===== src/hdl/asfr_pkg.sv =====
// Shared types and constants for the addressed serial frame receiver.
package asfr_pkg;

    // Frame format
    localparam logic [7:0]  START_BYTE     = 8'h3A;
    localparam logic [7:0]  BROADCAST_ADDR = 8'hFF;
    localparam logic [15:0] HEADER_LEN     = 16'd5;
    // Header bytes kept in the store: address, function, subfunction, length low
    localparam int          HDR_KEEP       = 4;
    localparam int          HDR_IDX_W      = $clog2(HDR_KEEP);

    // Input command codes
    localparam logic CMD_BYTE = 1'b0;
    localparam logic CMD_TICK = 1'b1;

    // Result kind codes
    localparam logic KIND_PAYLOAD = 1'b0;
    localparam logic KIND_DONE    = 1'b1;

    // Configuration register map
    localparam int              CFG_INDEX_W       = 2;
    localparam logic [CFG_INDEX_W-1:0] REG_NODE_ADDRESS  = 2'd0;
    localparam logic [CFG_INDEX_W-1:0] REG_TIMEOUT_TICKS = 2'd1;
    localparam logic [7:0]      NODE_ADDRESS_RST  = 8'd2;
    localparam logic [7:0]      TIMEOUT_TICKS_RST = 8'd3;

    // Parser phase
    typedef enum logic [1:0] {
        PHASE_IDLE    = 2'd0,
        PHASE_HEADER  = 2'd1,
        PHASE_PAYLOAD = 2'd2
    } phase_t;

endpackage


===== src/hdl/addressed_serial_frame_receiver.sv =====
// Top level of the addressed serial frame receiver: parser, tick timeout and result register.
//
// Each transfer on the s_ channel is either a received byte or a timer tick. The parser,
// the header store and the tick counter update at the edge that takes the transfer, and
// any result (a payload byte with its index, or a frame-complete record with the header
// fields) appears in the m_ output register on the next cycle. Throughput is one item per
// clock: s_ready is high whenever the output register is empty or is being drained in the
// same cycle, so only a stalled m_ready holds the input back. Ticks never produce a result.
// The cfg_ channel is always ready; write it only while no frame is in progress.
module addressed_serial_frame_receiver (
    input  logic                            aclk,
    input  logic                            aresetn,
    // Input channel
    input  logic                            s_valid,
    output logic                            s_ready,
    input  logic                            s_cmd,
    input  logic [7:0]                      s_rx_byte,
    // Result channel
    output logic                            m_valid,
    input  logic                            m_ready,
    output logic                            m_kind,
    output logic [7:0]                      m_dest_address,
    output logic [7:0]                      m_function_code,
    output logic [7:0]                      m_subfunction_code,
    output logic [15:0]                     m_payload_length,
    output logic [15:0]                     m_payload_index,
    output logic [7:0]                      m_payload_byte,
    // Configuration write channel
    input  logic                            cfg_valid,
    output logic                            cfg_ready,
    input  logic [asfr_pkg::CFG_INDEX_W-1:0] cfg_index,
    input  logic [7:0]                      cfg_data
);

    // Configuration registers
    logic [7:0] node_address_reg;
    logic [7:0] timeout_ticks_reg;

    // Parser state
    asfr_pkg::phase_t phase_reg, phase_next;
    logic [15:0] byte_index_reg, byte_index_next;
    logic [15:0] expected_length_reg, expected_length_next;
    logic [7:0]  tick_count_reg, tick_count_next;
    logic [7:0]  hdr_reg [asfr_pkg::HDR_KEEP];
    logic        hdr_we;
    logic [7:0]  tick_inc;

    // Result computed for the current transfer
    logic        res_valid;
    logic        res_kind;
    logic [15:0] res_index;
    logic [7:0]  res_byte;

    // Output register
    logic        m_valid_reg, m_valid_next;
    logic        m_kind_reg;
    logic [7:0]  m_dest_address_reg;
    logic [7:0]  m_function_code_reg;
    logic [7:0]  m_subfunction_code_reg;
    logic [15:0] m_payload_length_reg;
    logic [15:0] m_payload_index_reg;
    logic [7:0]  m_payload_byte_reg;

    logic        s_xfer;

    assign cfg_ready = 1'b1;
    assign s_ready   = !m_valid_reg || m_ready;
    assign s_xfer    = s_valid && s_ready;

    // Hold configuration registers
    always_ff @(posedge aclk) begin
        if (!aresetn) begin
            node_address_reg  <= asfr_pkg::NODE_ADDRESS_RST;
            timeout_ticks_reg <= asfr_pkg::TIMEOUT_TICKS_RST;
        end else if (cfg_valid && cfg_ready) begin
            if (cfg_index == asfr_pkg::REG_NODE_ADDRESS) begin
                node_address_reg <= cfg_data;
            end else if (cfg_index == asfr_pkg::REG_TIMEOUT_TICKS) begin
                timeout_ticks_reg <= cfg_data;
            end
        end
    end

    // Compute next parser state and the result for one transfer
    always_comb begin
        phase_next           = phase_reg;
        byte_index_next      = byte_index_reg;
        expected_length_next = expected_length_reg;
        tick_count_next      = tick_count_reg;
        hdr_we               = 1'b0;
        res_valid            = 1'b0;
        res_kind             = asfr_pkg::KIND_PAYLOAD;
        res_index            = 16'd0;
        res_byte             = 8'd0;
        tick_inc             = tick_count_reg + 8'd1;

        if (s_cmd == asfr_pkg::CMD_TICK) begin
            // Count ticks; force idle on expiry
            tick_count_next = tick_inc;
            if (tick_inc == timeout_ticks_reg) begin
                tick_count_next = 8'd0;
                phase_next      = asfr_pkg::PHASE_IDLE;
                byte_index_next = 16'd0;
            end
        end else begin
            case (phase_reg)
                asfr_pkg::PHASE_IDLE: begin
                    if (s_rx_byte == asfr_pkg::START_BYTE) begin
                        phase_next      = asfr_pkg::PHASE_HEADER;
                        byte_index_next = 16'd0;
                    end
                end
                asfr_pkg::PHASE_HEADER: begin
                    // Skip start bytes inside the header
                    if (s_rx_byte != asfr_pkg::START_BYTE &&
                        byte_index_reg < asfr_pkg::HEADER_LEN) begin
                        byte_index_next = byte_index_reg + 16'd1;
                        if (byte_index_reg < 16'(asfr_pkg::HDR_KEEP)) begin
                            hdr_we = 1'b1;
                        end
                        // Last header byte: check the address and latch the length
                        if (byte_index_next == asfr_pkg::HEADER_LEN) begin
                            byte_index_next = 16'd0;
                            if (hdr_reg[0] == node_address_reg ||
                                hdr_reg[0] == asfr_pkg::BROADCAST_ADDR) begin
                                expected_length_next = {s_rx_byte, hdr_reg[3]};
                                phase_next           = asfr_pkg::PHASE_PAYLOAD;
                            end else begin
                                phase_next = asfr_pkg::PHASE_IDLE;
                            end
                        end
                    end
                end
                asfr_pkg::PHASE_PAYLOAD: begin
                    if (byte_index_reg < expected_length_reg) begin
                        res_valid       = 1'b1;
                        res_kind        = asfr_pkg::KIND_PAYLOAD;
                        res_index       = byte_index_reg;
                        res_byte        = s_rx_byte;
                        byte_index_next = byte_index_reg + 16'd1;
                    end else begin
                        // This byte ends the frame and is consumed by it
                        res_valid  = 1'b1;
                        res_kind   = asfr_pkg::KIND_DONE;
                        phase_next = asfr_pkg::PHASE_IDLE;
                    end
                end
                default: begin
                    // Unused phase code: drop the byte
                end
            endcase
        end
    end

    // Advance parser state on each input transfer
    always_ff @(posedge aclk) begin
        if (!aresetn) begin
            phase_reg           <= asfr_pkg::PHASE_IDLE;
            byte_index_reg      <= 16'd0;
            expected_length_reg <= 16'd0;
            tick_count_reg      <= 8'd0;
        end else if (s_xfer) begin
            phase_reg           <= phase_next;
            byte_index_reg      <= byte_index_next;
            expected_length_reg <= expected_length_next;
            tick_count_reg      <= tick_count_next;
        end
    end

    // Write header bytes into the store
    always_ff @(posedge aclk) begin
        if (s_xfer && hdr_we) begin
            hdr_reg[byte_index_reg[asfr_pkg::HDR_IDX_W-1:0]] <= s_rx_byte;
        end
    end

    // Load or drain the output register
    always_comb begin
        m_valid_next = m_valid_reg;
        if (s_ready) begin
            m_valid_next = s_valid && res_valid;
        end
    end

    always_ff @(posedge aclk) begin
        if (!aresetn) begin
            m_valid_reg <= 1'b0;
        end else begin
            m_valid_reg <= m_valid_next;
        end
    end

    always_ff @(posedge aclk) begin
        if (s_xfer && res_valid) begin
            m_kind_reg             <= res_kind;
            m_dest_address_reg     <= hdr_reg[0];
            m_function_code_reg    <= hdr_reg[1];
            m_subfunction_code_reg <= hdr_reg[2];
            m_payload_length_reg   <= expected_length_reg;
            m_payload_index_reg    <= res_index;
            m_payload_byte_reg     <= res_byte;
        end
    end

    assign m_valid            = m_valid_reg;
    assign m_kind             = m_kind_reg;
    assign m_dest_address     = m_dest_address_reg;
    assign m_function_code    = m_function_code_reg;
    assign m_subfunction_code = m_subfunction_code_reg;
    assign m_payload_length   = m_payload_length_reg;
    assign m_payload_index    = m_payload_index_reg;
    assign m_payload_byte     = m_payload_byte_reg;

endmodule


===== config.mk =====
export PLATFORM = sky130hd
export DESIGN_NAME = addressed_serial_frame_receiver
export DESIGN_NICKNAME = d
export VERILOG_FILES = /design/src/hdl/asfr_pkg.sv /design/src/hdl/addressed_serial_frame_receiver.sv
export SDC_FILE = /design/constraint.sdc
export NUM_CORES = 1
export LEC_CHECK = 0
export CORE_ASPECT_RATIO = 0.6
export CORE_MARGIN = 2
export CORE_UTILIZATION = 50
export DETAILED_ROUTE_END_ITERATION = 10
export DONT_BUFFER_PORTS = 1
export GPL_ROUTABILITY_DRIVEN = 0
export PLACE_DENSITY = 0.75
export SYNTH_ARGS = -nofsm -noshare
export SYNTH_HDL_FRONTEND = slang
export SYNTH_SLANG_ARGS = --single-unit

===== constraint.sdc =====
create_clock -name aclk -period 3.9 [get_ports aclk]
set_input_delay 0.78 -clock aclk [delete_from_list [all_inputs] [get_ports aclk]]
set_output_delay 0.78 -clock aclk [all_outputs]
set_load 0.01 [all_outputs]

# Word level (Yosys, flattened, before mapping)
# Memories as Yosys holds them, arrays and structs flattened. A register that Yosys moved wholly into a read port is not among the register bits.
# Index checks and enable logic that the tools add are counted.
dict set report op_classes {
  n_addsub 2
  n_lt_le_gt_ge 3
  eq_ne 15
  mux 25
  bitwise_logic 4
  n_reduce_logical 20
}
# operator n
set op_table {}
lappend op_table {{2-to-1 mux 16 bit} 6}
lappend op_table {{one-hot mux 16 bit (3 select lines)} 1}
lappend op_table {{< comparator 16 x 3 -> 1 bit, second input constant} 2}
lappend op_table {{adder 16 x 1 -> 16 bit, second input constant} 1}
lappend op_table {{equality test 16 x 3 -> 1 bit, second input constant} 1}
lappend op_table {{equality test 8 bit} 2}
lappend op_table {{< comparator 16 bit} 1}
lappend op_table {{inequality test 3 bit, second input constant} 5}
lappend op_table {{2-to-1 mux 2 bit} 7}
lappend op_table {{AND reduction 6 bit} 2}
lappend op_table {{2-to-1 mux 1 bit} 9}
lappend op_table {{adder 8 x 1 -> 8 bit, second input constant} 1}
lappend op_table {{equality test 8 x 6 -> 1 bit, second input constant} 1}
lappend op_table {{equality test 8 bit, second input constant} 1}
lappend op_table {{2-to-1 mux 8 bit} 1}
lappend op_table {{inequality test 8 x 6 -> 1 bit, second input constant} 1}
lappend op_table {{AND reduction 7 bit} 1}
lappend op_table {{one-hot mux 2 bit (3 select lines)} 1}
lappend op_table {{logical AND 1 bit} 5}
lappend op_table {{equality test 2 x 1 -> 1 bit, second input constant} 2}
lappend op_table {{logical NOT 2 bit} 2}
lappend op_table {{inverter 1 bit} 4}
lappend op_table {{AND reduction 2 bit} 2}
lappend op_table {{nonzero test 4 bit} 1}
lappend op_table {{other kinds (7)} 9}
dict set report totals {
  regBits 108
  ram_bits 32
  input_bits 24
  elab_cells 82
  n_memories 1
}
# memory depth width rd rd_ports_with_merged_regs wr line_no
set memory_table {}
lappend memory_table {hdr_reg 4 8 4 3 1 addressed_serial_frame_receiver.sv:44} ;# logic [7:0] hdr_reg [asfr_pkg::HDR_KEEP];

# Logic depth before layout (Yosys ltp)
# Gate-level depths: netlist (run 1).
dict set report depth {
  ltp_word 8
  depth_mapped 14
  ltp_nobuf 10
}

# Worst setup path after synthesis (run 1)
# Ideal clock, no wire load.
dict set report synth_timing {
  path_kind {input to register}
  startpoint {in m_ready}
  endpoint {reg m_dest_address_reg[0] (netlist: m_dest_address[0]) (read register of hdr_reg) (enable)}
  setup_time_ps 419
  arrival_ps 2494
  slack_ps 987
  stages 5
  path_buffers 0
  cell_sequence {nand2b_1 nand2_1 nor2_1 nand2_1 inv_1}
}
dict set report synth_via {
  elab_chain_len 3
}
# item line_no
set synth_rtl {}
lappend synth_rtl {{start: declaration} addressed_serial_frame_receiver.sv:20} ;# input logic m_ready,
lappend synth_rtl {{logical OR 1 bit} addressed_serial_frame_receiver.sv:67} ;# assign s_ready = !m_valid_reg || m_ready;
lappend synth_rtl {{logical AND 1 bit} addressed_serial_frame_receiver.sv:68} ;# assign s_xfer = s_valid && s_ready;
lappend synth_rtl {{logical AND 1 bit} addressed_serial_frame_receiver.sv:194} ;# if (s_xfer && res_valid) begin
lappend synth_rtl {{end: declaration} addressed_serial_frame_receiver.sv:57} ;# logic [7:0] m_dest_address_reg;
# No other way between the ends.
# A chain may end at the register's enable or synchronous reset.

# Final worst setup path (run 1)
dict set report layout_timing {
  startpoint {reg byte_index_reg[1]}
  endpoint {reg byte_index_reg[13]}
}
dict set report layout_via {
  elab_chain_len 6
  word_cells_on_any_way 13
}
# item line_no
set layout_rtl {}
lappend layout_rtl {{start: declaration} addressed_serial_frame_receiver.sv:41} ;# logic [15:0] byte_index_reg, byte_index_next;
lappend layout_rtl {{start signal: assignment} addressed_serial_frame_receiver.sv:164} ;# byte_index_reg <= byte_index_next;
lappend layout_rtl {{adder 16 x 1 -> 16 bit} {addressed_serial_frame_receiver.sv:117, addressed_serial_frame_receiver.sv:140}}
lappend layout_rtl {{equality test 16 x 3 -> 1 bit} addressed_serial_frame_receiver.sv:122} ;# if (byte_index_next == asfr_pkg::HEADER_LEN) begin
lappend layout_rtl {{2-to-1 mux 16 bit} addressed_serial_frame_receiver.sv:122}
lappend layout_rtl {{2-to-1 mux 16 bit} addressed_serial_frame_receiver.sv:115} ;# if (s_rx_byte != asfr_pkg::START_BYTE &&
lappend layout_rtl {{one-hot mux 16 bit (3 select lines)} addressed_serial_frame_receiver.sv:106} ;# case (phase_reg)
lappend layout_rtl {{2-to-1 mux 16 bit} addressed_serial_frame_receiver.sv:97} ;# if (s_cmd == asfr_pkg::CMD_TICK) begin
# Parallel ways exist; a longest one is shown, timed or not. The select of a mux whose other input is x is not followed.

==> impl_metrics.env, run 1 <==
export IMPL_cts_clk_slew_worst_paths_ps=70
export IMPL_hold_start="hdr_reg[2][6]$_DFFE_PP_"
export IMPL_rr_endpoint="byte_index_reg[13]$_SDFFE_PN0P_"
export IMPL_largest_register_ffs=32
export IMPL_min_period_ps=3350
export IMPL_drc=0
export IMPL_fin_nets=606
export IMPL_p_leak_nw=2.62
export IMPL_worst_r2r_cell_count=9
export IMPL_area_delta_synth_final_pct=9.88
export IMPL_grt_pass1_vias=4096
export IMPL_io_buffers=0
export IMPL_drt_total_wl_mm=14.7
export IMPL_antennaDiodeCount=0
export IMPL_cts_hold_buf=0
export IMPL_max_freq_mhz=298
export IMPL_rsz0062_at_grt="no"
export IMPL_cts_resized=0
export IMPL_hold_viol=0
export IMPL_cp_arrival_ps=3640
export IMPL_hold_path_class="flip-flop to flip-flop"
export IMPL_start_kind="flip-flop"
export IMPL_grt_pass1_wl_mm=22.6
export IMPL_hold_depth=0
export IMPL_async_reset_ff_frac=0
export IMPL_crit_fanout=16
export IMPL_antenna_found_initial=0
export IMPL_crit_path_max_incr_delay_ps=590
export IMPL_syn_cell_area_sq_um=7040
export IMPL_clk_path_buf_depth=2
export IMPL_dr_pass1_iters=5
export IMPL_crit_required_ps=4180
export IMPL_r2r_start="byte_index_reg[1]$_SDFFE_PN0P_"
export IMPL_die_w_um=157
export IMPL_postCtsSetupBuffers=0
export IMPL_status="finished, final reports clean"
export IMPL_synth_edf_count=97
export IMPL_p_per_area_nw_per_um2=449
export IMPL_yosysUniqueCellTypes=69
export IMPL_cts_root_buffer="clkbuf_16"
export IMPL_finalSetupViolations=0
export IMPL_slew_headroom=0.584
export IMPL_clk_insertion_delay_late_ps=430
export IMPL_setup_tns_ps=0
export IMPL_vias_per_cell=5.83
export IMPL_syn_inst=570
export IMPL_syn_nets=618
export IMPL_whs_endpoint="m_subfunction_code[6]$_DFFE_PP_"
export IMPL_critPathKind="flip-flop to flip-flop"
export IMPL_cts_tree="built"
export IMPL_maxCapViolations=0
export IMPL_worst_path_max_delay_cell="or4_4"
export IMPL_rows=33
export IMPL_ys_warn_count=0
export IMPL_grt_usage=0.203
export IMPL_cts_htree_levels=4
export IMPL_drive_above_1_share=0.102
export IMPL_core_area_sq_um=13700
export IMPL_io_pin_count=92
export IMPL_start_util=0.514
export IMPL_grt_ovfl_total=0
export IMPL_syn_avg_cell_area_sq_um=12.3
export IMPL_synth_ff_type="edfxtp_1"
export IMPL_grt_max_degree=73
export IMPL_routedWlPerCell_um=19.3
export IMPL_drt_iter0_drc=433
export IMPL_antenna_left=0
export IMPL_synth_seq_cells=156
export IMPL_die_h_um=95.9
export IMPL_finalClockSkew_ps=12.9
export IMPL_cts_made_buffers=17
export IMPL_cts_sinks=156
export IMPL_hpwl_mm=10.1
export IMPL_fin_hold_ws_ps=420
export IMPL_final_period_utilization=0.859
export IMPL_worst_pin_slew_ps=623
export IMPL_drv_slew=0
export IMPL_critPathCaptureType="flip-flop"
export IMPL_ys_seq_area_frac=0.582
export IMPL_max_vdd_ir_drop_uv=338
export IMPL_regToRegSetupSlack_ps=550
export IMPL_crit_chain="ha_1, nand3_2, nor4_4, mux2i_1, or4_4, a32o_1, and2_4, nand2b_4, o31ai_1"
export IMPL_vias=4446
export IMPL_die_area_sq_um=15100
## metrics by stage
stage                     worst slack [ps]   util  cells  power [mW]  instance area [sq um]
after floorplan                        987      -    570        1.85                   7040
after global placement                 818  0.520    731        1.85                   7130
after detailed placement               630  0.520    731        1.85                   7130
after CTS                              592  0.564    763        3.49                   7730
after global routing                   358  0.564    763        3.55                   7730
final                                  548  0.564    763        3.47                   7730
## Yosys cell counts (all sizes together) (6+ instances only)
cell | count | share of area
and4 | 15 | 0.020
o21ai | 15 | 0.011
xnor2 | 18 | 0.022
nor2b | 34 | 0.030
nand2 | 27 | 0.014
nand2b | 8 | 0.0082
buf | 15 | 0.017
and3 | 6 | 0.0053
dfxtp | 59 | 0.17
a31oi | 12 | 0.011
edfxtp | 97 | 0.41
a21oi | 10 | 0.0071
mux2i | 36 | 0.051
nand3 | 14 | 0.011
nor3 | 6 | 0.0043
o31ai | 7 | 0.010
nor2 | 13 | 0.0080
inv | 25 | 0.013
and2 | 31 | 0.028
clkbuf | 20 | 0.011
nand4 | 11 | 0.012
ha | 24 | 0.043
a21boi | 8 | 0.0085
## logic make-up after synthesis
group,Yosys count,share of synthesized area
compound gates,85,0.0894
xor+xnor,20,0.0249
fa+ha+maj,24,0.0427
buf+inv,60,0.0411
flops,156,0.582
mux,36,0.0512
other cells,1,0.000533
simple gates,188,0.169
## placed cells by master (no fill, tap or decap), types with 4 or more instances in the layout
cell type	netlist	routed
nor2_1	12	12
a32oi_1	4	4
o21ai_0	12	12
nand2_1	27	27
and3_1	6	6
nand3_1	13	13
nor3_1	6	6
inv_8	0	6
ha_1	24	24
a21oi_1	10	10
nand4_1	10	10
a211oi_1	5	5
dfxtp_1	59	59
xnor2_1	18	18
a21boi_0	8	8
and4_1	12	12
edfxtp_1	97	97
a31oi_1	12	12
nand2b_1	7	7
mux2i_1	36	36
inv_1	25	24
nor2b_1	34	34
clkbuf_16	0	17
or3_1	5	5
and2_1	30	30
o31ai_2	4	4
## power by group
part | internal (mW) | switching, mW | total (mW)
logic | 0.0307 | 0.0309 | 0.0615
clock network | 0.876 | 0.783 | 1.66
registers | 1.74 | 0.00752 | 1.75
## per-layer routing
layer / track usage / share of wire
met1: 0.288 / 0.47
met2: 0.292 / 0.43
met3: 0.0675 / 0.084
met4: 0.0689 / 0.011
met5: 0 / 0
## worst max-delay path: cells and delay by family, from the launching register on
kind / cells / cell delay [ps]
muxes: 1 / 140
DFF: 1 / 540
and+or+nand+nor: 5 / 1640
AOI/OAI and AO/OA: 2 / 520
adders and majority gates: 1 / 360
## layout make-up
class	instances	area (sq um)
clock inverter	15	183
timing repair buffer	4	42.5
tap	192	240
fill	1116	5970
clock buffer	17	425
inverter	25	93.8
sequential	156	4090
multi-input combinational	354	2660
## worst max path at each step
stage | from | depth (start not counted) | to | slack, ps
detailed placement | byte_index_reg[1]$_SDFFE_PN0P_ | 9 | byte_index_reg[13]$_SDFFE_PN0P_ | 630
CTS | byte_index_reg[1]$_SDFFE_PN0P_ | 9 | byte_index_reg[13]$_SDFFE_PN0P_ | 590
finish | byte_index_reg[1]$_SDFFE_PN0P_ | 9 | byte_index_reg[13]$_SDFFE_PN0P_ | 550
floorplan | m_ready | 5 | m_dest_address[0]$_DFFE_PP_ | 990
global route | byte_index_reg[1]$_SDFFE_PN0P_ | 9 | byte_index_reg[13]$_SDFFE_PN0P_ | 360
global placement | byte_index_reg[1]$_SDFFE_PN0P_ | 9 | byte_index_reg[1]$_SDFFE_PN0P_ | 820
Power figures use the tool's default switching activity.
==> inputs of run 2 (changes only) <==
Settings changed: CORE_UTILIZATION 50 to 63, GPL_TIMING_DRIVEN from default to 0, PLACE_DENSITY 0.75 to 0.89.
==> run 2 against run 1 <==
Critical endpoint is now byte_index_reg[1]$_SDFFE_PN0P_. Critical path depth up 2. Register-to-register slack worse by 190 ps. The run now ends with design-rule violations left. First-iteration DRC count up 37%. Critical path type unchanged. Clock power is essentially flat. Largest power group unchanged. Clock-buffer cell count is the same.
==> impl_metrics.env, run 2 (synthesis results as in run 1) <==
export IMPL_cts_clk_slew_worst_paths_ps=60
export IMPL_grtUsageMet3=0.0709
export IMPL_status="finished, violations left"
export IMPL_max_vdd_ir_drop_uv=358
export IMPL_maxCapViolations=0
export IMPL_cp_common_cell="buf_6"
export IMPL_p_clk_frac=0.470
export IMPL_final_period_utilization=0.909
export IMPL_core_area_sq_um=10700
export IMPL_cts_resized=0
export IMPL_hold_path_class="flip-flop to flip-flop"
export IMPL_r2r_start="byte_index_reg[1]$_SDFFE_PN0P_"
export IMPL_finalClockSkew_ps=7.74
export IMPL_slew_headroom=0.581
export IMPL_setup_tns_ps=0
export IMPL_max_freq_mhz=282
export IMPL_rows=29
export IMPL_area_delta_synth_final_pct=11.0
export IMPL_cts_made_buffers=17
export IMPL_critPathCaptureType="flip-flop"
export IMPL_p_int_mw=2.68
export IMPL_drive_above_1_share=0.116
export IMPL_crit_cells=11
export IMPL_regArea_sq_um=4090
export IMPL_grt_pass1_wl_mm=25.1
export IMPL_drt_iter0_drc=592
export IMPL_antennaDiodeCount=0
export IMPL_crit_path_max_incr_delay_ps=630
export IMPL_antenna_found_initial=0
export IMPL_multi_input_area_sq_um=2660
export IMPL_die_area_sq_um=12100
export IMPL_worst_r2r_cell_count=11
export IMPL_met1_usage=0.369
export IMPL_fin_hold_ws_ps=418
export IMPL_clk_path_buf_depth=2
export IMPL_crit_family="simple AND/OR/NAND/NOR gates"
export IMPL_die_w_um=140
export IMPL_start_util=0.655
export IMPL_cts_htree_levels=4
export IMPL_cts_tree="built"
export IMPL_largest_register_ffs=32
export IMPL_grt_ovfl_total=0
export IMPL_whs_endpoint="m_subfunction_code[6]$_DFFE_PP_"
export IMPL_antenna_left=0
export IMPL_worst_path_max_delay_cell="or4_4"
export IMPL_grt_usage=0.277
export IMPL_p_per_area_nw_per_um2=442
export IMPL_layout_commonest_cell="edfxtp_1"
export IMPL_grt_use_met2=0.451
export IMPL_clk_insertion_delay_late_ps=420
export IMPL_hold_start="hdr_reg[2][6]$_DFFE_PP_"
export IMPL_grt_busiest_layer="met2"
export IMPL_postCtsSetupBuffers=0
export IMPL_p_leak_nw=2.71
export IMPL_crit_required_ps=4200
export IMPL_min_period_ps=3540
export IMPL_die_h_um=85.9
export IMPL_rr_endpoint="byte_index_reg[1]$_SDFFE_PN0P_"
export IMPL_grt_max_degree=41
export IMPL_hold_viol=0
export IMPL_cts_hold_buf=0
export IMPL_crit_buf_inv=2
export IMPL_crit_chain="ha_1, nand3_2, nor4_4, mux2i_1, or4_4, a32o_1, and2_4, nand2b_4, buf_6, buf_6, o22ai_1"
export IMPL_worst_pin_slew_ps=628
export IMPL_swShare=0.225
export IMPL_seqPwrFrac=0.507
export IMPL_cp_arrival_ps=3840
export IMPL_fillCellCount=707
export IMPL_cts_root_buffer="clkbuf_16"
export IMPL_hold_depth=0
export IMPL_io_pin_count=92
export IMPL_drv_slew=0
export IMPL_critPathKind="flip-flop to flip-flop"
export IMPL_dr_pass1_iters=9
export IMPL_finalSetupViolations=0
export IMPL_cts_sinks=156
export IMPL_p_sw_mw=0.777
export IMPL_violations="design-rule violations"
export IMPL_startpoint="byte_index_reg[1]$_SDFFE_PN0P_"
export IMPL_drc=1
export IMPL_grt_pass1_vias=4738
export IMPL_hpwl_mm=10.9
export IMPL_vias_per_cell=6.40
export IMPL_crit_fanout=11
export IMPL_vias=4748
export IMPL_drt_total_wl_mm=16.3
export IMPL_regToRegSetupSlack_ps=360
export IMPL_rsz0062_at_grt="no"
export IMPL_io_buffers=0
export IMPL_totalPowerFinal_mw=3.46
export IMPL_routedWlPerCell_um=21.9
export IMPL_fin_nets=638
export IMPL_power_share_combinational=0.023
export IMPL_start_kind="flip-flop"
export IMPL_final_cell_mix="97 x edfxtp_1, 59 x dfxtp_1, 36 x mux2i_1"
-- run 2: changes by cell type in the layout (fill, tap and decap cells not counted), moves of 3 or more --
cell / previous run / this run
inv_8: 6 / 2
inv_6: 1 / 4
clkbuf_1: 0 / 19
buf_4: 3 / 8
buf_6: 0 / 4
clkinv_4: 2 / 5
-- run 2: through the flow --
| step | setup slack [ps] | cell area, sq um | cells | utilization |
|---|---|---|---|---|
| detailed placement | 535 | 7230 | 710 | 0.673 |
| global placement | 478 | 7210 | 709 | 0.672 |
| global route | 279 | 7820 | 742 | 0.728 |
| floorplan | 987 | 7040 | 570 | - |
| CTS | 463 | 7820 | 742 | 0.728 |
| finish | 356 | 7820 | 742 | 0.728 |
-- run 2: how the worst max path moves through the flow --
stage                                            to  slack, ps
floorplan               m_dest_address[0]$_DFFE_PP_        990
global placement    m_payload_byte[5]$_SDFFCE_PP0P_        480
detailed placement   byte_index_reg[3]$_SDFFE_PN0P_        530
CTS                  byte_index_reg[1]$_SDFFE_PN0P_        460
global route         byte_index_reg[1]$_SDFFE_PN0P_        280
finish               byte_index_reg[1]$_SDFFE_PN0P_        360
-- run 2: cell type report --
| cell class | count | area share |
|---|---|---|
| clock buffer | 17 | 0.0544 |
| sequential | 156 | 0.524 |
| timing repair buffer | 1 | 0.00256 |
| multi-input combinational | 354 | 0.340 |
| inverter | 25 | 0.0120 |
| buffer | 35 | 0.0250 |
| clock inverter | 15 | 0.0202 |
| tap | 139 | 0.0223 |
-- run 2: power by group through the flow --
stage	logic [mW]	clock network, mW	registers [mW]
floorplan	0.0590	0	1.79
global placement	0.0714	0	1.79
detailed placement	0.0760	0	1.79
CTS	0.0769	1.64	1.75
global route	0.0850	1.70	1.75
finish	0.0800	1.63	1.75
-- run 2: worst register-to-register path, delay by kind of cell (launching register included) --
kind                       cells  cell delay, ps
AOI/OAI and AO/OA              2             440
and+or+nand+nor                5            1550
adders and majority gates      1             370
buffers and inverters          2             310
DFF                            1             570
muxes                          1             200
-- run 2: per-layer routing --
layer  wire length (um)  vias up  share of wire
li1                   -     2132              -
met1               6820     2269           0.42
met2               7510      292           0.46
met3               1580       55          0.097
met4                343        0          0.021
met5                  0        -              0
